--- config.mk ---
export PLATFORM = sky130hd
export DESIGN_NAME = lfsa_ctrl
export DESIGN_NICKNAME = d
export VERILOG_FILES = /design/src/design/lfsa_pkg.sv /design/src/design/lfsa_ctrl.sv
export SDC_FILE = /design/constraint.sdc
export NUM_CORES = 1
export LEC_CHECK = 0
export BUFFER_PORTS_ARGS = -buffer_cell sky130_fd_sc_hd__buf_4
export CAP_MARGIN = 20
export CELL_PAD_IN_SITES_DETAIL_PLACEMENT = 1
export CELL_PAD_IN_SITES_GLOBAL_PLACEMENT = 2
export CORE_MARGIN = 1
export CORE_UTILIZATION = 25
export DETAILED_ROUTE_END_ITERATION = 16
export PLACE_DENSITY_LB_ADDON = 0.1
export RECOVER_POWER = 100
export SLEW_MARGIN = 20
export SYNTH_ARGS = -nofsm -noshare
export SYNTH_HDL_FRONTEND = slang
export SYNTH_SLANG_ARGS = --single-unit
export TNS_END_PERCENT = 50
--- constraint.sdc ---
create_clock -name aclk -period 2.6 [get_ports aclk]
set_input_delay 0.13 -clock aclk [delete_from_list [all_inputs] [get_ports aclk]]
set_output_delay 0.13 -clock aclk [all_outputs]
set_load 0.02 [all_outputs]
--- src/design/lfsa_pkg.sv ---
// shared types, constants and codes for the largest-fit segment allocator
package lfsa_pkg;

    localparam int DATA_W     = 32;
    localparam int SEG_DEPTH  = 64;
    localparam int SEG_IDX_W  = 6;
    localparam int REQ_DEPTH  = 1024;
    localparam int REQ_IDX_W  = 10;
    localparam int ADDR_W     = 2;
    localparam int STATUS_W   = 2;

    localparam logic [DATA_W-1:0] CELLS_MAX    = 32'hFFFF_FFFE;
    localparam logic [DATA_W-1:0] MEM_SIZE_RST = 32'd1024;

    localparam logic [STATUS_W-1:0] STAT_OK    = 2'd0;
    localparam logic [STATUS_W-1:0] STAT_NOFIT = 2'd1;
    localparam logic [STATUS_W-1:0] STAT_FULL  = 2'd2;

    localparam logic OPC_ALLOC = 1'b0;
    localparam logic OPC_FREE  = 1'b1;

    typedef enum logic [3:0] {
        ST_CLEAR,
        ST_IDLE,
        ST_A_SCAN,
        ST_A_DRAIN,
        ST_A_DECIDE,
        ST_A_SPLIT,
        ST_F_RD,
        ST_F_CHK,
        ST_F_SCAN1,
        ST_F_DRAIN1,
        ST_F_MID,
        ST_F_SCAN2,
        ST_F_DRAIN2,
        ST_F_MERGE,
        ST_F_SLOT
    } ctrl_state_t;

    typedef enum logic [2:0] {
        OP_NONE,
        OP_CLEAR,
        OP_LOAD,
        OP_A_DECIDE,
        OP_A_SPLIT,
        OP_F_CHECK,
        OP_F_MERGE,
        OP_F_SLOT
    } dp_op_t;

    typedef enum logic [1:0] {
        SCAN_NONE,
        SCAN_ALLOC,
        SCAN_HIT,
        SCAN_RIGHT
    } scan_t;

    typedef struct packed {
        dp_op_t                 op;
        scan_t                  scan;
        logic [SEG_IDX_W-1:0]   idx;
        logic [REQ_IDX_W-1:0]   clr_idx;
    } dp_cmd_t;

    typedef struct packed {
        logic               alloc_split;
        logic               hit_found;
        logic               req_live;
        logic               out_free;
        logic [DATA_W-1:0]  mem_size;
    } dp_stat_t;

endpackage

--- src/design/lfsa_ctrl.sv ---
// sequencer for clear sweep, allocate scan and free scans
module lfsa_ctrl (
    input  logic              aclk,
    input  logic              aresetn,
    input  logic              cfg_we,
    input  logic              s_valid,
    input  logic              s_opcode,
    output logic              s_ready,
    input  lfsa_pkg::dp_stat_t stat,
    output lfsa_pkg::dp_cmd_t  cmd
);
    import lfsa_pkg::*;

    ctrl_state_t state_reg, state_next;
    logic [SEG_IDX_W-1:0] idx_reg, idx_next;
    logic [REQ_IDX_W-1:0] clr_reg, clr_next;
    logic idx_last;

    assign idx_last = (idx_reg == SEG_IDX_W'(SEG_DEPTH - 1));

    always_ff @(posedge aclk) begin
        if (!aresetn) begin
            state_reg <= ST_CLEAR;
            idx_reg   <= '0;
            clr_reg   <= '0;
        end else begin
            state_reg <= state_next;
            idx_reg   <= idx_next;
            clr_reg   <= clr_next;
        end
    end

    always_comb begin
        state_next  = state_reg;
        idx_next    = idx_reg;
        clr_next    = clr_reg;
        s_ready     = 1'b0;
        cmd.op      = OP_NONE;
        cmd.scan    = SCAN_NONE;
        cmd.idx     = idx_reg;
        cmd.clr_idx = clr_reg;
        case (state_reg)
            ST_CLEAR: begin
                cmd.op   = OP_CLEAR;
                clr_next = clr_reg + 1'b1;
                if (clr_reg == REQ_IDX_W'(REQ_DEPTH - 1)) begin
                    state_next = ST_IDLE;
                end
            end
            ST_IDLE: begin
                s_ready  = !cfg_we;
                idx_next = '0;
                if (s_valid && !cfg_we) begin
                    cmd.op     = OP_LOAD;
                    state_next = (s_opcode == OPC_FREE) ? ST_F_RD : ST_A_SCAN;
                end
            end
            ST_A_SCAN: begin
                cmd.scan = SCAN_ALLOC;
                idx_next = idx_reg + 1'b1;
                if (idx_last) begin
                    state_next = ST_A_DRAIN;
                end
            end
            ST_A_DRAIN: state_next = ST_A_DECIDE;
            ST_A_DECIDE: begin
                if (stat.out_free) begin
                    cmd.op     = OP_A_DECIDE;
                    state_next = stat.alloc_split ? ST_A_SPLIT : ST_IDLE;
                end
            end
            ST_A_SPLIT: begin
                cmd.op     = OP_A_SPLIT;
                state_next = ST_IDLE;
            end
            ST_F_RD: state_next = ST_F_CHK;
            ST_F_CHK: begin
                cmd.op     = OP_F_CHECK;
                idx_next   = '0;
                state_next = stat.req_live ? ST_F_SCAN1 : ST_F_SLOT;
            end
            ST_F_SCAN1: begin
                cmd.scan = SCAN_HIT;
                idx_next = idx_reg + 1'b1;
                if (idx_last) begin
                    state_next = ST_F_DRAIN1;
                end
            end
            ST_F_DRAIN1: state_next = ST_F_MID;
            ST_F_MID: begin
                idx_next   = '0;
                state_next = stat.hit_found ? ST_F_SCAN2 : ST_F_SLOT;
            end
            ST_F_SCAN2: begin
                cmd.scan = SCAN_RIGHT;
                idx_next = idx_reg + 1'b1;
                if (idx_last) begin
                    state_next = ST_F_DRAIN2;
                end
            end
            ST_F_DRAIN2: state_next = ST_F_MERGE;
            ST_F_MERGE: begin
                cmd.op     = OP_F_MERGE;
                state_next = ST_F_SLOT;
            end
            ST_F_SLOT: begin
                cmd.op     = OP_F_SLOT;
                state_next = ST_IDLE;
            end
            default: state_next = ST_CLEAR;
        endcase
        if (cfg_we) begin
            state_next = ST_CLEAR;
            clr_next   = '0;
        end
    end

endmodule

[Word-level counts from Yosys, hierarchy flattened]
Index checks and enable logic that the tools add are counted.
Storage, ports and cells
  output and inout port bits: 22
  word-level logic and storage cells: 54
  bits in registers: 20
Cells by class
  equal/unequal tests: 22
  bitwise operators: 1
  reductions and logical operators: 9
  multiplexer cells: 17
  add/subtract/negate cells: 2
Operator list (number)
  4-bit case mux with 14 select lines: 1
  4-bit equality test (second input constant): 7
  4-bit two-way mux: 6
  3-bit case mux with 7 select lines: 1
  4-bit by 3-bit equality test with 1-bit output (second input constant): 4
  3-bit two-way mux: 4
  2-bit != test (second input constant): 6
  6-bit case mux with 2 select lines: 1
  10-bit by 1-bit adder with 10-bit output (second input constant): 1
  10-bit equality test (second input constant): 1
  4-bit by 2-bit equality test with 1-bit output (second input constant): 2
  6-bit by 1-bit adder with 6-bit output (second input constant): 1
  6-bit equality test (second input constant): 1
  2-bit case mux with 3 select lines: 1
  6-bit AND reduction: 1
  3-bit OR reduction: 2
  4-bit by 1-bit equality test with 1-bit output (second input constant): 1
  4-bit zero test: 1
  2-bit two-way mux: 2
  2-bit OR reduction: 2
  2-bit nonzero test: 1
  1-bit logical AND: 1
  1-bit zero test: 1
  1-bit two-way mux: 1
  1-bit inverter: 1

[Longest topological paths before layout]
Gate-level depths: netlist of run 1.
  depth after elaboration: 4
  mapped depth: 7
  mapped depth without buffers: 6

[Worst setup path after synthesis of run 1]
Ideal clock, no wire load.
  path kind: flip-flop to flip-flop
  from: register state_reg[0]
  to: register idx_reg[5]
  stages on the path, launching flop included: 8
  data required time: 2509 ps
  data arrival time: 1549 ps
  library setup time: 91 ps
  period minus slack after synthesis: 1640 ps
  slack: 960 ps
  buffers on the path: 2
  cell sequence: dfxtp_1 > buf_2 > xor2_1 > nor2_1 > or2_2 > buf_2 > o21ai_0 > a311oi_1
Between the ends
  cells in the longest elaborated chain, start to end: 3
Ends and longest elaborated chain
  from (decl): line lfsa_ctrl.sv:14  | ctrl_state_t state_reg, state_next;
  from (signal assigned): line lfsa_ctrl.sv:27  | state_reg <= state_next;
  4-bit equality test, or another cell as far along: line lfsa_ctrl.sv:42  | case (state_reg)
  3-bit OR reduction (no line)
  6-bit case mux with 2 select lines / 2-bit nonzero test (equally long branches)
  to (signal assigned): line lfsa_ctrl.sv:28  | idx_reg <= idx_next;
  to (decl): line lfsa_ctrl.sv:15  | logic [SEG_IDX_W-1:0] idx_reg, idx_next;
Parallel ways exist; a longest one is shown, timed or not.
A chain may end at the register's enable or synchronous reset.

[Worst setup path after layout of run 1]
  from: register state_reg[0]
  to: register clr_reg[5]
Between the ends
  cells in the longest elaborated chain, start to end: 1
Ends and longest elaborated chain
  4-bit zero test: line lfsa_ctrl.sv:42
  to (signal assigned): line lfsa_ctrl.sv:29  | clr_reg <= clr_next;
  to (decl): line lfsa_ctrl.sv:16  | logic [REQ_IDX_W-1:0] clr_reg, clr_next;
Every way passes these cells.

==> metrics.txt, run 1 <==
status=finished, violations left; failing checks=design-rule violations; Critical Path RT=approximately 2.7 ns; main combinational cell family by area after synthesis=simple AND/OR/NAND/NOR gates; register area share after synthesis=around 33%; max reg flops=10; CTS root buf=clkbuf_8; pwr dens=407.7 nW/µm²; worst slack, placed=slightly above 0.7 ns; post-route ant nets=0; Post-Syn Instances=153; Rel. slew slack=approximately 46%; syn nets=~200; count of state elements after synthesis=20; Final Hold Fails=0; register share of total power=approximately 53%; Worst-Margin Slew=between 0.8 and 0.9 ns; total power=around 0.58 mW; Reg2Reg Setup Slack=between 0.4 and 0.5 ns; CTS tree=built; # IOs=63; cell row count=24; final count of pins violating max slew=0; worst path arrival time=2.25 ns; compound-gate portion of the synthesized area=18.04%; htree depth=1; Starting Density=26.82%; Layout Utilization=31.80%; Die Span X=just over 70 µm; Num Clock Sinks=20; Clk Latency, worst-skew pair=roughly 0.26 ns; leakage=roughly 0.50 nW; initial DRC count=56; clock power share=roughly two fifths; unrepaired setup endpoints after global routing=no; Syn Area/Cell=7.842 µm²; DP HPWL=between 2000 and 3000 µm; Post-CTS Hold Buffers=0; min setup slack post-route=just under 0.5 ns; GR Overflow Total=0; DR DRC count=2; Final #Nets=between 200 and 250; Final Wtd Congestion=between 0.7 and 0.8; Post-CTS Setup Repair Bufs=0; filler instances=between 500 and 600; core box area=approximately 4500 µm²; maximum vdd drop=between 0.15 and 0.2 mV; fin crit period=around 2.1 ns; critical-path maximum fanout=12; PortBufs=30; Setup Skew=approximately 0.0024 ns; Die Area=5081 µm²; ant diodes=0; post-synthesis mux area share=less than 1%; drt wl/cell=~14 µm; max cap viols=0; PostCTS Resize Cnt=0; fin area=between 1000 and 1500 µm²; Sw Ratio=about 21%; Int Pwr=around 0.46 mW; crit start category=register; WS Path Type=reg -> reg; final setup vio count=0; GRT Util Overall=13.66%; Yosys warnings=0; layout cells sized above 1=between 10% and 20%; Max Freq=about 0.47 GHz; vias in the first global route=approximately 1,200; Vias=around 1,200; highest-count cells in the layout ignoring fill and taps=21 x nor2_1, 21 x clkbuf_1, 20 x dfxtp_1; post-synth cell types=42; Synth Area in Adders=under 10%; Fin Setup TNS=0 ns; Final period util=about four fifths; first-pass GRT wire length=approximately 5500 µm; vias per cell=between 5 and 6; switching power=0.1246 mW; pin count of the biggest net entering global routing=17; Area after DPL=between 1000 and 1500 µm²; clock slew at reported path FFs=approximately 0.080 ns; clock buffer depth=2; simple logic cell fraction of the synthesized area=between 30 and 40%; part of the power in combinational logic=approximately 4.7%; Layout area overhead=18.56%; HP Class=in -> reg; Worst setup EP type=register; Post-Syn Area=between 1000 and 1500 µm²; detailed-router iteration count before antenna repair=9; TritonCTS Buffers=3; antenna violations before repair=0; die height=just over 70 µm; routed wire length=3293 µm; Post-Synth XOR/XNOR Area=a little under a tenth
-- power groups by stage --
stage               combinational, mW  sequential, mW  clock, mW
global placement               0.0282           0.316          0
global route                   0.0308           0.310      0.266
floorplan                      0.0108           0.318          0
CTS                            0.0292           0.309      0.252
detailed placement             0.0291           0.317          0
finish                         0.0274           0.309      0.243
-- synth_stat cells, drive strengths merged --
master / count / share of area, %
a211oi: 1 / 0.63
a21boi: 1 / 0.63
a21oi: 8 / 3.3
a22oi: 1 / 0.63
a311oi: 1 / 0.73
a31oi: 4 / 2.1
a32oi: 1 / 0.73
and3: 3 / 2.0
and4: 1 / 0.73
buf: 7 / 3.5
clkbuf: 2 / 0.63
dfxtp: 20 / 33
ha: 2 / 2.1
inv: 5 / 1.6
mux2i: 1 / 0.83
nand2: 13 / 4.1
nand2b: 4 / 2.1
nand3: 10 / 4.2
nand3b: 2 / 1.3
nand4: 3 / 1.6
nor2: 21 / 6.6
nor2b: 3 / 1.6
nor3: 1 / 0.42
nor3b: 2 / 1.3
nor4: 1 / 1.8
nor4b: 1 / 0.73
o2111ai: 1 / 0.73
o211ai: 1 / 1.0
o21a: 1 / 0.63
o21ai: 9 / 3.8
o21ba: 1 / 0.83
o22ai: 2 / 1.0
o31ai: 2 / 1.3
or2: 2 / 1.0
or3: 1 / 0.52
or3b: 1 / 0.73
xnor2: 4 / 2.9
xor2: 9 / 6.6
-- per-layer routing --
metal / vias up / track usage, % / wire length (µm)
met4: 0 / 4.000 / 21
met1: 556 / 17.68 / 1622
met5: - / 0 / 0
met2: 22 / 23.39 / 1534
met3: 2 / 2.250 / 115
li1: 590 / - / -
-- through the flow --
step,hold WS [ns],instances
after global placement,0.4208,228
after global routing,0.1443,232
after CTS,0.1447,232
final,0.1510,232
after detailed placement,0.4296,228
after floorplan,0.2683,153
-- layout make-up --
| type | count | area (µm²) | share of cell area [%] |
|---|---|---|---|
| Multi-Input combinational cell | 119 | 721.9 | 50.75 |
| Sequential cell | 20 | 400.4 | 28.14 |
| Timing Repair Buffer | 32 | 161.4 | 11.35 |
| Tap cell | 52 | 65.06 | 4.573 |
| Clock buffer | 4 | 55.05 | 3.870 |
| Inverter | 5 | 18.77 | 1.319 |
-- worst max-delay path, cell delays in order (launching register included) --
cell and delay, ns:
dfxtp_1 0.44, buf_4 0.22, nor4_2 0.67, and3_4 0.32
nand4_1 0.12, xor2_1 0.16, nor2_1 0.05
-- logic make-up (layout without fill, tap and decap cells) --
kind of cell / count (synthesis) / after routing
xor gates and xnor gates: 13 / 13
adders and majority gates: 2 / 2
AOI/OAI and AO/OA: 34 / 34
and+or+nand+nor: 69 / 69
muxes: 1 / 1
DFF: 20 / 20
buffers and inverters: 14 / 41
-- path summary, 6_finish.rpt --
kind,from,endpoint,depth (start not counted)
hold reg to reg,idx_reg[4]$_SDFFE_PN0P_,idx_reg[4]$_SDFFE_PN0P_,1
hold / removal,aresetn,idx_reg[3]$_SDFFE_PN0P_,3
setup reg to reg,state_reg[0]$_SDFFE_PP0P_,clr_reg[5]$_SDFFE_PP0P_,6
setup / recovery,state_reg[0]$_SDFFE_PP0P_,clr_reg[5]$_SDFFE_PP0P_,6
Note: power is estimated with default switching activity, not from simulation.
==> run 2: changes to the inputs <==
- ABC_AREA: not set -> 1
- CORE_UTILIZATION: 25 -> 23
- clock period: 2.6 -> 2.1 ns (I/O delays scaled with it)
==> run 2 against run 1 <==
  * Synthesized area is 7.6% higher
  * Largest cell class unchanged
  * Sequential power is 31% higher
  * Critical path depth is 1 lower
  * Clock power is 63% higher
  * The run now ends clean
  * Clock skew is 0.0016 ns higher
  * Synthesized cell count is 24% higher
  * Global-route usage is 0.33 points lower
  * First-iteration DRC count is 21% higher
  * Hold slack worse by 0.040 ns
==> metrics.txt, run 2 <==
status=finished clean (was finished, violations left); Post-CTS Hold Buffers=0 (unchanged); main area contributors after synthesis=dfxtp_1 31%, nand2_1 13%, nor2_1 8.1%, nand3_1 6.2%, nor2_4 6.1% (was dfxtp_1 33%, nor2_1 6.6%, xor2_1 6.6%, nand3_1 4.2%, nand2_1 4.1%); commonest non-fill, non-tap cell in the layout=nand2_1; Final Wtd Congestion=0.7444 (was 0.7001); fin area=1582 µm² (was 1423 µm²); fin crit period=1.811 ns; leakage=0.6708 nW (was 0.4951 nW); Worst-Margin Slew=0.4458 ns (was 0.8074 ns); Layout Utilization=30.01% (was 31.80%); CTS tree=built (unchanged); RR Startpoint=state_reg[1]$_SDFFE_PP0P_ (was state_reg[0]$_SDFFE_PP0P_); Clk Latency, worst-skew pair=0.26 ns (about the same); # IOs=63 (unchanged); Syn Area/Cell=6.832 µm² (was 7.842 µm²); count leader, synth=nand2_1 (was nor2_1); number of synthesized flops with an enable pin=0 (unchanged); highest-count cells in the layout ignoring fill and taps=45 x nand2_1, 31 x nor2_1, 20 x inv_1, 20 x dfxtp_1, 19 x clkbuf_1 (was 21 x nor2_1, 21 x clkbuf_1, 20 x dfxtp_1); HP Class=in -> reg (unchanged); DP HPWL=3052 µm (was 2511 µm); core box area=5270 µm² (was 4474 µm²); final setup vio count=0 (unchanged); Setup Skew=0.003956 ns (was 0.002387 ns); Max Freq=roughly 0.55 GHz; Critical Path RT=2.00 ns (was 2.73 ns); clock buffer depth=2 (unchanged); max cap viols=0 (unchanged); Final period util=between 80% and 90%; worst setup path start=state_reg[0]$_SDFFE_PP0P_ (unchanged); main combinational cell family by area after synthesis=simple AND/OR/NAND/NOR gates (unchanged); clock slew at reported path FFs=0.08 ns (about the same); TritonCTS Buffers=3 (unchanged); die height=76.93 µm (was 71.28 µm); max reg flops=10 (unchanged); pwr dens=627.4 nW/µm² (was 407.7 nW/µm²); compound-gate portion of the synthesized area=10.56% (was 18.04%); Hold Path Origin=aresetn (unchanged); htree depth=1 (unchanged); Post-Syn Area=1291 µm² (was 1200 µm²); Primary FF master, synth=dfxtp_1 (unchanged); Area after DPL=1612 µm² (was 1455 µm²); area occupied by multi-input gates=765.7 µm² (was 721.9 µm²); routed wire length=3757 µm (was 3293 µm); simple logic cell fraction of the synthesized area=44.96% (was 30.45%); Reg2Reg Setup Slack=0.42 ns (was 0.48 ns); Vias=1,324 (was 1,170); worst path arrival time=1.71 ns (was 2.25 ns); WS Path Type=reg -> out (was reg -> reg); Rel. slew slack=70.17% (was 45.73%); crit start category=register (unchanged); final count of pins violating max slew=0 (unchanged); first-pass GRT wire length=6375 µm (was 5492 µm); Die Area=5917 µm² (was 5081 µm²); unrepaired setup endpoints after global routing=no (unchanged); Num Clock Sinks=20 (unchanged); count of state elements after synthesis=20 (unchanged); Post-Syn Instances=189 (was 153); PostCTS Resize Cnt=0 (unchanged); Worst setup EP type=output pin (was register); GRT Util Overall=13.33% (was 13.66%); ant diodes=0 (unchanged); area leader, netlist=dfxtp_1 (unchanged); PortBufs=30 (unchanged); syn nets=232 (was 196); post-synthesis mux area share=0.7752% (was 0.8342%); detailed-router iteration count before antenna repair=4 (was 9); Fin Setup TNS=0 ns (unchanged); GR Overflow Total=0 (unchanged); filler instances=706 (was 556); drt wl/cell=12.78 µm (was 14.19 µm); Final #Nets=268 (was 224); Starting Density=24.50% (was 26.82%); Die Span X=76.93 µm (was 71.28 µm); register area share after synthesis=31.01% (was 33.37%); critical-path maximum fanout=5 (was 12); pin count of the biggest net entering global routing=13 (was 17); Synth Area in Adders=1.938% (was 2.086%); CP top delay family=flip-flops (was simple AND/OR/NAND/NOR gates); Worst path slowest cell=dfxtp_1 (was nor4_2); layout cells sized above 1=14.73% (was 12.22%); antenna violations before repair=0 (unchanged); Yosys warnings=0 (unchanged); CTS root buf=clkbuf_8 (unchanged); Yosys top cell area share=31.01% (was 33.37%); Post-synth top cells=44 x nand2_1, 28 x nor2_1, 20 x dfxtp_1 (was 21 x nor2_1, 20 x dfxtp_1, 13 x nand2_1); slowest cell delay on critical path=0.50 ns (was 0.67 ns); vias per cell=4.503 (was 5.043); crit-path cells=inv_1 -> nor2_1 -> nand2_1 -> o211ai_1 -> clkbuf_1 (was buf_4 -> nor4_2 -> and3_4 -> nand4_1 -> xor2_1 -> nor2_1); Layout area overhead=22.48% (was 18.56%); vias in the first global route=1,328 (was 1,164); post-route ant nets=0 (unchanged); Final Hold Fails=0 (unchanged); Post-Synth XOR/XNOR Area=3.391% (was 9.489%); cell row count=26 (was 24); Post-CTS Setup Repair Bufs=0 (unchanged); DR DRC count=0 (was 2); post-synth cell types=31 (was 42); ys async rst share=0% (unchanged); register area=400.4 µm² (unchanged); buffers plus inverters on the worst setup path=2 (was 1); initial DRC count=68 (was 56); maximum vdd drop=0.2780 mV (was 0.1758 mV)
run 2: cell types whose count changed in the layout (fill, tap and decap cells not counted), sizes merged, moves of 3 or more:
cell / before / now
and3: 3 / 0
xor2: 9 / 5
inv: 5 / 23
nand3: 10 / 18
nand2: 13 / 49
nor2b: 3 / 0
xnor2: 4 / 0
nor2: 21 / 38
nand2b: 4 / 0
o21ai: 9 / 6
clkbuf: 25 / 22
a31oi: 4 / 1
run 2: path summary, 6_finish.rpt:
| path | to | cells after the start |
|---|---|---|
| max reg2reg | idx_reg[2]$_SDFFE_PN0P_ | 7 |
| min | idx_reg[2]$_SDFFE_PN0P_ | 3 |
| min reg2reg | idx_reg[1]$_SDFFE_PN0P_ | 2 |
| max | cmd[19] | 5 |
run 2: area by class of cell:
type / count / area share [%]
multi-input combinational: 144 / 48.42
clock inverter: 1 / 1.899
sequential: 20 / 25.32
timing repair buffer: 31 / 10.21
inverter: 25 / 6.013
tap: 70 / 5.538
clock buffer: 3 / 2.611
run 2: metal layers:
layer	global-route usage, %	share of wire [%]	vias up	wire [µm]
li1	-	-	678	-
met1	16.86	48	621	1786
met2	23.48	48	23	1788
met3	2.857	4.4	2	165
met4	1.731	0.43	0	16
met5	0	0	-	0
run 2: cells by family (layout without fill, tap and decap cells):
kind of cell             after synthesis  after routing
adder cells (fa/ha/maj)                2              2
AO/OA/AOI/OAI                         23             23
XOR/XNOR                               5              5
AND/OR/NAND/NOR                      113            113
buffers and inverters                 25             60
multiplexers                           1              1
flip-flops                            20             20
run 2: worst reg2reg max path, stage by stage (launching register included):
cell and delay (ns):
dfxtp_1 0.41, nand2_1 0.11, inv_1 0.09, nand2_1 0.18
nand3_4 0.17, nor2_1 0.41, nand2_1 0.12, a21oi_1 0.13
run 2: metrics by stage:
stage / hold WS (ns) / power [mW] / instances / worst slack, ns
6_report: 0.1107 / 0.9922 / 294 / 0.2887
5_1_grt: 0.1118 / 1.047 / 294 / 0.1465
4_1_cts: 0.1061 / 1.027 / 294 / 0.3894
3_5_place_dp: 0.3909 / 0.6265 / 290 / 0.5445
3_3_place_gp: 0.3672 / 0.6202 / 290 / 0.5600
2_1_floorplan: 0.2434 / 0.5503 / 189 / 0.6064
run 2: report_power, final:
| group | internal (mW) | leakage, nW | total [mW] | switching (mW) |
|---|---|---|---|---|
| Combinational | 0.0611 | 0.474 | 0.190 | 0.129 |
| Sequential | 0.389 | 0.161 | 0.405 | 0.0163 |
| Clock | 0.254 | 0.0357 | 0.397 | 0.142 |
